**src/hw/rtl/pboftq_pkg.sv**
```systemverilog
// ----------------------------------------------------------------------------
// pboftq_pkg: shared types and constants of the transaction queue
// Sizes, request and status codes, the search wave carried along the slot
// chain, and the rank and bank reduction helpers.
// ----------------------------------------------------------------------------
package pboftq_pkg;

  // Sizing
  localparam int QUEUE_DEPTH = 32;
  localparam int RANK_COUNT  = 2;
  localparam int BANK_COUNT  = 8;
  localparam int ROW_WIDTH   = 16;

  // Fixed field widths
  localparam int RANK_SEL_W = 1;
  localparam int BANK_SEL_W = 3;
  localparam int ROW_IN_W   = 16;
  localparam int TIME_W     = 32;
  localparam int TAG_W      = 16;

  // Derived widths
  localparam int SLOT_W  = $clog2(QUEUE_DEPTH + 1);
  localparam int BANKS_N = RANK_COUNT * BANK_COUNT;
  localparam int BIDX_W  = (BANKS_N > 1) ? $clog2(BANKS_N) : 1;

  typedef enum logic [1:0] {
    REQ_INSERT = 2'd0,
    REQ_FIND   = 2'd1,
    REQ_POP    = 2'd2,
    REQ_NONE   = 2'd3
  } req_e;

  typedef enum logic [1:0] {
    ST_OK       = 2'd0,
    ST_FULL     = 2'd1,
    ST_BAD_SLOT = 2'd2
  } status_e;

  typedef enum logic [1:0] {
    S_IDLE,
    S_RUN,
    S_FINISH
  } state_e;

  // One request as it travels down the slot chain
  typedef struct packed {
    logic                   valid;
    req_e                   op;
    logic [RANK_SEL_W-1:0]  rank;
    logic [BANK_SEL_W-1:0]  bank;
    logic [SLOT_W-1:0]      sel;
    logic                   found;
    logic [SLOT_W-1:0]      slot;
    logic [TIME_W-1:0]      arr_time;
    logic [TAG_W-1:0]       tag;
    logic [ROW_WIDTH-1:0]   row;
  } wave_t;

  // Rank modulo RANK_COUNT by repeated subtract (narrow value)
  function automatic logic [RANK_SEL_W-1:0] rank_reduce(input logic [RANK_SEL_W-1:0] r);
    logic [RANK_SEL_W-1:0] v;
    v = r;
    for (int k = 0; k < 8; k++) begin
      if (int'(v) >= RANK_COUNT) v = v - RANK_SEL_W'(RANK_COUNT);
    end
    return v;
  endfunction

  // Bank modulo BANK_COUNT by repeated subtract (narrow value)
  function automatic logic [BANK_SEL_W-1:0] bank_reduce(input logic [BANK_SEL_W-1:0] b);
    logic [BANK_SEL_W-1:0] v;
    v = b;
    for (int k = 0; k < 8; k++) begin
      if (int'(v) >= BANK_COUNT) v = v - BANK_SEL_W'(BANK_COUNT);
    end
    return v;
  endfunction

endpackage

```
**src/hw/rtl/pboftq_cell.sv**
```systemverilog
// ----------------------------------------------------------------------------
// pboftq_cell: one queue slot
// Holds one entry and acts on the request wave as it passes: claims itself
// on insert when free, offers itself as the oldest match on find, and
// hands out and frees its entry on pop. The wave is registered on exit.
// ----------------------------------------------------------------------------
module pboftq_cell (
  input  logic                           clk,
  input  logic                           rst,
  input  logic [pboftq_pkg::SLOT_W-1:0]  slot_num,
  input  pboftq_pkg::wave_t              wave_in,
  output pboftq_pkg::wave_t              wave_out
);
  import pboftq_pkg::*;

  // Stored entry
  logic                   valid;
  logic [RANK_SEL_W-1:0]  ent_rank;
  logic [BANK_SEL_W-1:0]  ent_bank;
  logic [ROW_WIDTH-1:0]   ent_row;
  logic [TIME_W-1:0]      ent_time;
  logic [TAG_W-1:0]       ent_tag;

  wave_t wave_next;
  logic  take_ins;
  logic  take_pop;
  logic  match;

  // Act on the passing wave
  always_comb begin
    wave_next = wave_in;
    take_ins  = 1'b0;
    take_pop  = 1'b0;
    match     = valid && (ent_rank == wave_in.rank) && (ent_bank == wave_in.bank);
    if (wave_in.valid) begin
      unique case (wave_in.op)
        REQ_INSERT: begin
          if (!wave_in.found && !valid) begin
            take_ins        = 1'b1;
            wave_next.found = 1'b1;
            wave_next.slot  = slot_num;
          end
        end
        REQ_FIND: begin
          // strict compare keeps the lower slot on a tie
          if (match && (!wave_in.found || ent_time < wave_in.arr_time)) begin
            wave_next.found    = 1'b1;
            wave_next.slot     = slot_num;
            wave_next.arr_time = ent_time;
          end
        end
        REQ_POP: begin
          if (valid && wave_in.sel == slot_num) begin
            take_pop        = 1'b1;
            wave_next.found = 1'b1;
            wave_next.tag   = ent_tag;
            wave_next.row   = ent_row;
            wave_next.rank  = ent_rank;
            wave_next.bank  = ent_bank;
          end
        end
        default: ;
      endcase
    end
  end

  // Occupancy flag
  always_ff @(posedge clk) begin
    if (rst) begin
      valid <= 1'b0;
    end else if (take_ins) begin
      valid <= 1'b1;
    end else if (take_pop) begin
      valid <= 1'b0;
    end
  end

  // Entry payload
  always_ff @(posedge clk) begin
    if (take_ins) begin
      ent_rank <= wave_in.rank;
      ent_bank <= wave_in.bank;
      ent_row  <= wave_in.row;
      ent_time <= wave_in.arr_time;
      ent_tag  <= wave_in.tag;
    end
  end

  // Hand the wave to the next slot
  always_ff @(posedge clk) begin
    if (rst) begin
      wave_out <= '0;
    end else begin
      wave_out <= wave_next;
    end
  end

  // A claimed slot must have been free; a claim marks the slot and a pop frees it
  a_ins_free: assert property (@(posedge clk) disable iff (rst)
    take_ins |-> !valid) else $error("insert claimed an occupied slot");
  a_ins_sets: assert property (@(posedge clk) disable iff (rst)
    take_ins |=> valid) else $error("insert did not mark slot");
  a_pop_clears: assert property (@(posedge clk) disable iff (rst)
    take_pop |=> !valid) else $error("pop did not free slot");

endmodule

```
**config.mk**
```make
export PLATFORM = sky130hd
export DESIGN_NAME = pboftq_cell
export DESIGN_NICKNAME = d
export VERILOG_FILES = /design/src/hw/rtl/pboftq_pkg.sv /design/src/hw/rtl/pboftq_cell.sv
export SDC_FILE = /design/constraint.sdc
export NUM_CORES = 1
export LEC_CHECK = 0
export BUFFER_PORTS_ARGS = -buffer_cell sky130_fd_sc_hd__buf_2
export CORE_MARGIN = 2
export CORE_UTILIZATION = 53
export DETAILED_ROUTE_END_ITERATION = 10
export GPL_TIMING_DRIVEN = 0
export PLACE_DENSITY = 0.87
export SETUP_SLACK_MARGIN = 0.2
export SYNTH_ARGS = -nofsm -noshare
export SYNTH_HDL_FRONTEND = slang
export SYNTH_SLANG_ARGS = --single-unit
export TNS_END_PERCENT = 10
```
**constraint.sdc**
```tcl
create_clock -name clk -period 15.8 [get_ports clk]
set_input_delay 1.58 -clock clk [delete_from_list [all_inputs] [get_ports clk]]
set_output_delay 1.58 -clock clk [all_outputs]
set_load 0.05 [all_outputs]
```
==> results.sh <==
export IMPL_postSynthAreaPerCell_sq_um=10.91
export IMPL_mostFrequentLayoutCells="buf_2, a21oi_1, dfxtp_1"
export IMPL_power_ir_vdd_worst_mv=0.1228
export IMPL_num_vias=5069
export IMPL_fp_dieArea_sq_mm=0.01255
export IMPL_cts_tree="done"
export IMPL_totalNegativeSetupSlack_ns=0
export IMPL_synth_seq_area_share_pct=60.54
export IMPL_worst_setup_path_end_kind="register"
export IMPL_max_stage_delay_ns=0.58
export IMPL_numClockSinks=153
export IMPL_via_per_inst=5.474
export IMPL_grtUsageTotal_pct=24.61
export IMPL_synth_yosys_warnings=0
export IMPL_p_total_mw=0.9465
export IMPL_clock_network_latency_to_the_later_pin_of_the_worst_skew_pair_ns=0.44
export IMPL_highest_layer="met4"
export IMPL_mostFrequentLayoutCell="buf_2"
export IMPL_wl_met3_um=999
export IMPL_layout_nets=892
export IMPL_critPathMaxFanout=10
export IMPL_port_buffers=174
export IMPL_leakage_power_figure_nw=3.552
export IMPL_cts_post_setup_buffers_inserted=0
export IMPL_slew_at_the_pin_closest_to_its_max_slew_limit_ns=0.9471
export IMPL_number_of_global_route_vias_before_repair=5094
export IMPL_cts_hold_repair_buffers=0
export IMPL_timing_worst_setup_path_type="in2reg"
export IMPL_die_x_um=112.0
export IMPL_post_route_drc_count=0
export IMPL_timing_critical_path_required_ns=16.09
export IMPL_crit_chain="buf_2 -> inv_1 -> ha_1 -> a21oi_1 -> a21boi_1 -> o311a_4 -> or4_4 -> buf_6 -> o21ai_1 -> a21oi_1"
export IMPL_post_synth_instance_area_sq_mm=0.006183
export IMPL_floorplan_io_pins=176
export IMPL_timing_final_ws_setup_ns=12.33
export IMPL_rsz0062_at_grt="no"
export IMPL_synthDistinctLibCells=43
export IMPL_finish_utilization_pct=69.29
export IMPL_met2_length_mm=7.792
export IMPL_highest_clock_rate_mhz=288.3
export IMPL_drt_initial_drc_count=461
export IMPL_initial_utilization_pct=54.15
export IMPL_numCtsBuffers=17
export IMPL_cts_max_path_buffers=2
export IMPL_detailed_place_hpwl_mm=11.22
export IMPL_design_core_area_sq_mm=0.01142
export IMPL_sum_of_routed_wire_segments_on_met1_mm=6.208
export IMPL_placed_instance_count=893
export IMPL_clock_skew_ns=0.01020
export IMPL_power_density_cell_area_mw_per_mm2=119.6
export IMPL_hp_class="reg2reg"
export IMPL_routabilityCongestion=0.8757
export IMPL_final_fill_count=838
export IMPL_route_final_wire_length_mm=15.32
export IMPL_min_period_over_period_pct=21.95
export IMPL_grt_start_max_net_pins=17
export IMPL_final_worst_path_period_need_ns=3.469
export IMPL_path_clk_slew_ns=0.07
export IMPL_post_cts_resized_instances=0
export IMPL_synthesis_nets=690
export IMPL_average_wire_per_cell_in_the_routed_design_um=16.54
export IMPL_grt_pass1_wl_mm=24.37
export IMPL_detail_route_first_pass_iterations=5
export IMPL_report_final_hold_viol_count=0
export IMPL_ctsHtreeMaxLevel=4
export IMPL_netlist_instances=567
export IMPL_clock_tree_root_cell="clkbuf_16"
export IMPL_path_delay_family="compound AO/OA/AOI/OAI gates"
export IMPL_final_layout_size_suffix_gt1_share_pct=31.07
export IMPL_grt_antenna_before_repair=1
export IMPL_cpMaxStageDelayCell="or4_4"
export IMPL_dieHeight_um=112.0
export IMPL_antenna_violating_nets_post_route=0
export IMPL_layout_cells_non_filler=926
export IMPL_data_arrival_time_of_the_critical_path_ns=3.76
export IMPL_startpoint_type="primary input"
export IMPL_timing_critical_path_buf_inv=3
export IMPL_setup_viol=0
export IMPL_rows=39
export IMPL_critical_path_top_cell_by_count="a21oi_1"
export IMPL_grt_ovfl_total=0
export IMPL_dp_slack_ns=11.95
export IMPL_timing_final_max_slew_violations=0
export IMPL_result_of_the_run="finished clean"
export IMPL_number_of_maximum_capacitance_constraint_violations=0
export IMPL_yosys_register_bits=153
export IMPL_slew_margin_rel_pct=36.34
export IMPL_area_delta_synth_final_pct=27.94
[state kept, by name, indices dropped and copies added, names as in the netlist]
name and flops:
wave_out 84, valid 1, ent_rank 1, ent_row 16, ent_tag 16, ent_bank 3
ent_time 32
[through the flow]
stage,cell area (sq um),hold slack (ns)
3_3_place_gp,7233,0.4994
6_report,7911,0.5179
2_1_floorplan,6183,0.4887
3_5_place_dp,7315,0.5050
5_1_grt,7911,0.5488
4_1_cts,7909,0.5188
[cell type report]
cell class                 instances  area, sq um  area share (%)
timing repair buffer             183        945.9           11.96
clock buffer                      20        479.2           6.057
tap                              143        178.9           2.262
inverter                          35        131.4           1.661
buffer                            30        182.7           2.309
multi-input combinational        349         2132           26.95
clock inverter                    12        115.1           1.455
antenna                            1        2.502         0.03163
sequential                       153         3744           47.32
[synthesized netlist by cell type]
master,number,area share (%)
xor2_1,6,0.85
nor4_1,2,0.20
nor2b_1,9,0.91
nor3_1,3,0.24
nand3_1,38,3.1
xnor2_1,4,0.57
a221oi_1,1,0.14
dfxtp_1,85,28
buf_6,6,1.1
nand2b_1,11,1.1
a41oi_1,2,0.28
a21oi_1,86,7.0
nor4_4,1,0.34
mux2i_1,5,0.81
buf_2,4,0.32
a21oi_2,1,0.14
nor4b_1,2,0.28
a21boi_1,2,0.24
and4_1,2,0.28
edfxtp_1,68,33
nand2_1,81,4.9
clkbuf_2,4,0.32
o311a_4,1,0.34
ha_1,31,6.3
a2111oi_2,1,0.24
o21ai_2,1,0.14
buf_4,4,0.49
o21ai_0,8,0.65
o21ai_1,29,2.3
a21oi_4,1,0.26
nand2b_4,1,0.22
nand3b_1,1,0.12
a31oi_1,1,0.10
inv_1,35,2.1
a2111oi_4,1,0.45
nand4_1,6,0.61
clkbuf_1,12,0.73
a21o_1,2,0.24
or4_4,1,0.18
and3_1,2,0.20
o32ai_1,2,0.28
a21bo_2,1,0.16
nor2_1,3,0.18
[power breakdown]
part / total [mW] / internal [mW] / switching (mW) / leakage (nW)
combinational: 0.108 / 0.0312 / 0.0765 / 1.93
clock: 0.406 / 0.228 / 0.178 / 0.296
sequential: 0.433 / 0.428 / 0.00454 / 1.33
[cells by family (layout without fill, tap and decap cells)]
kind of cell / after synthesis / in the layout / synth area share (%)
buffers and inverters: 65 / 280 / 5.079
AND/OR/NAND/NOR: 163 / 163 / 12.89
multiplexers: 5 / 5 / 0.8094
other: 0 / 1 / 0
adder cells (fa/ha/maj): 31 / 31 / 6.273
XOR/XNOR: 10 / 10 / 1.416
flip-flops: 153 / 153 / 60.54
AO/OA/AOI/OAI: 140 / 140 / 12.99
[worst reg2reg max path, stage by stage (launching register included)]
cell and delay (ns):
edfxtp_1 0.39, ha_1 0.32, and4_1 0.27, nand2_1 0.09, a2111oi_2 0.28, a31oi_1 0.13, a21oi_2 0.38, clkbuf_2 0.33
o21ai_1 0.14, a21oi_1 0.19
[path summary, 6_finish.rpt]
check,cells after the start,slack (ns),start,endpoint
max reg2reg,9,13.21,ent_time[14],wave_out[43]
min reg2reg,2,0.52,ent_row[10],wave_out[10]
min,2,0.52,ent_row[10],wave_out[10]
max,10,12.33,wave_in[58],wave_out[43]
[layer usage]
layer / vias to the layer above / track usage (%)
met3: 26 / 6.587
met4: 0 / 10.65
met5: - / 0
li1: 2399 / -
met2: 215 / 42.26
met1: 2429 / 29.29
No activity file was read; power rests on OpenSTA's default activity.
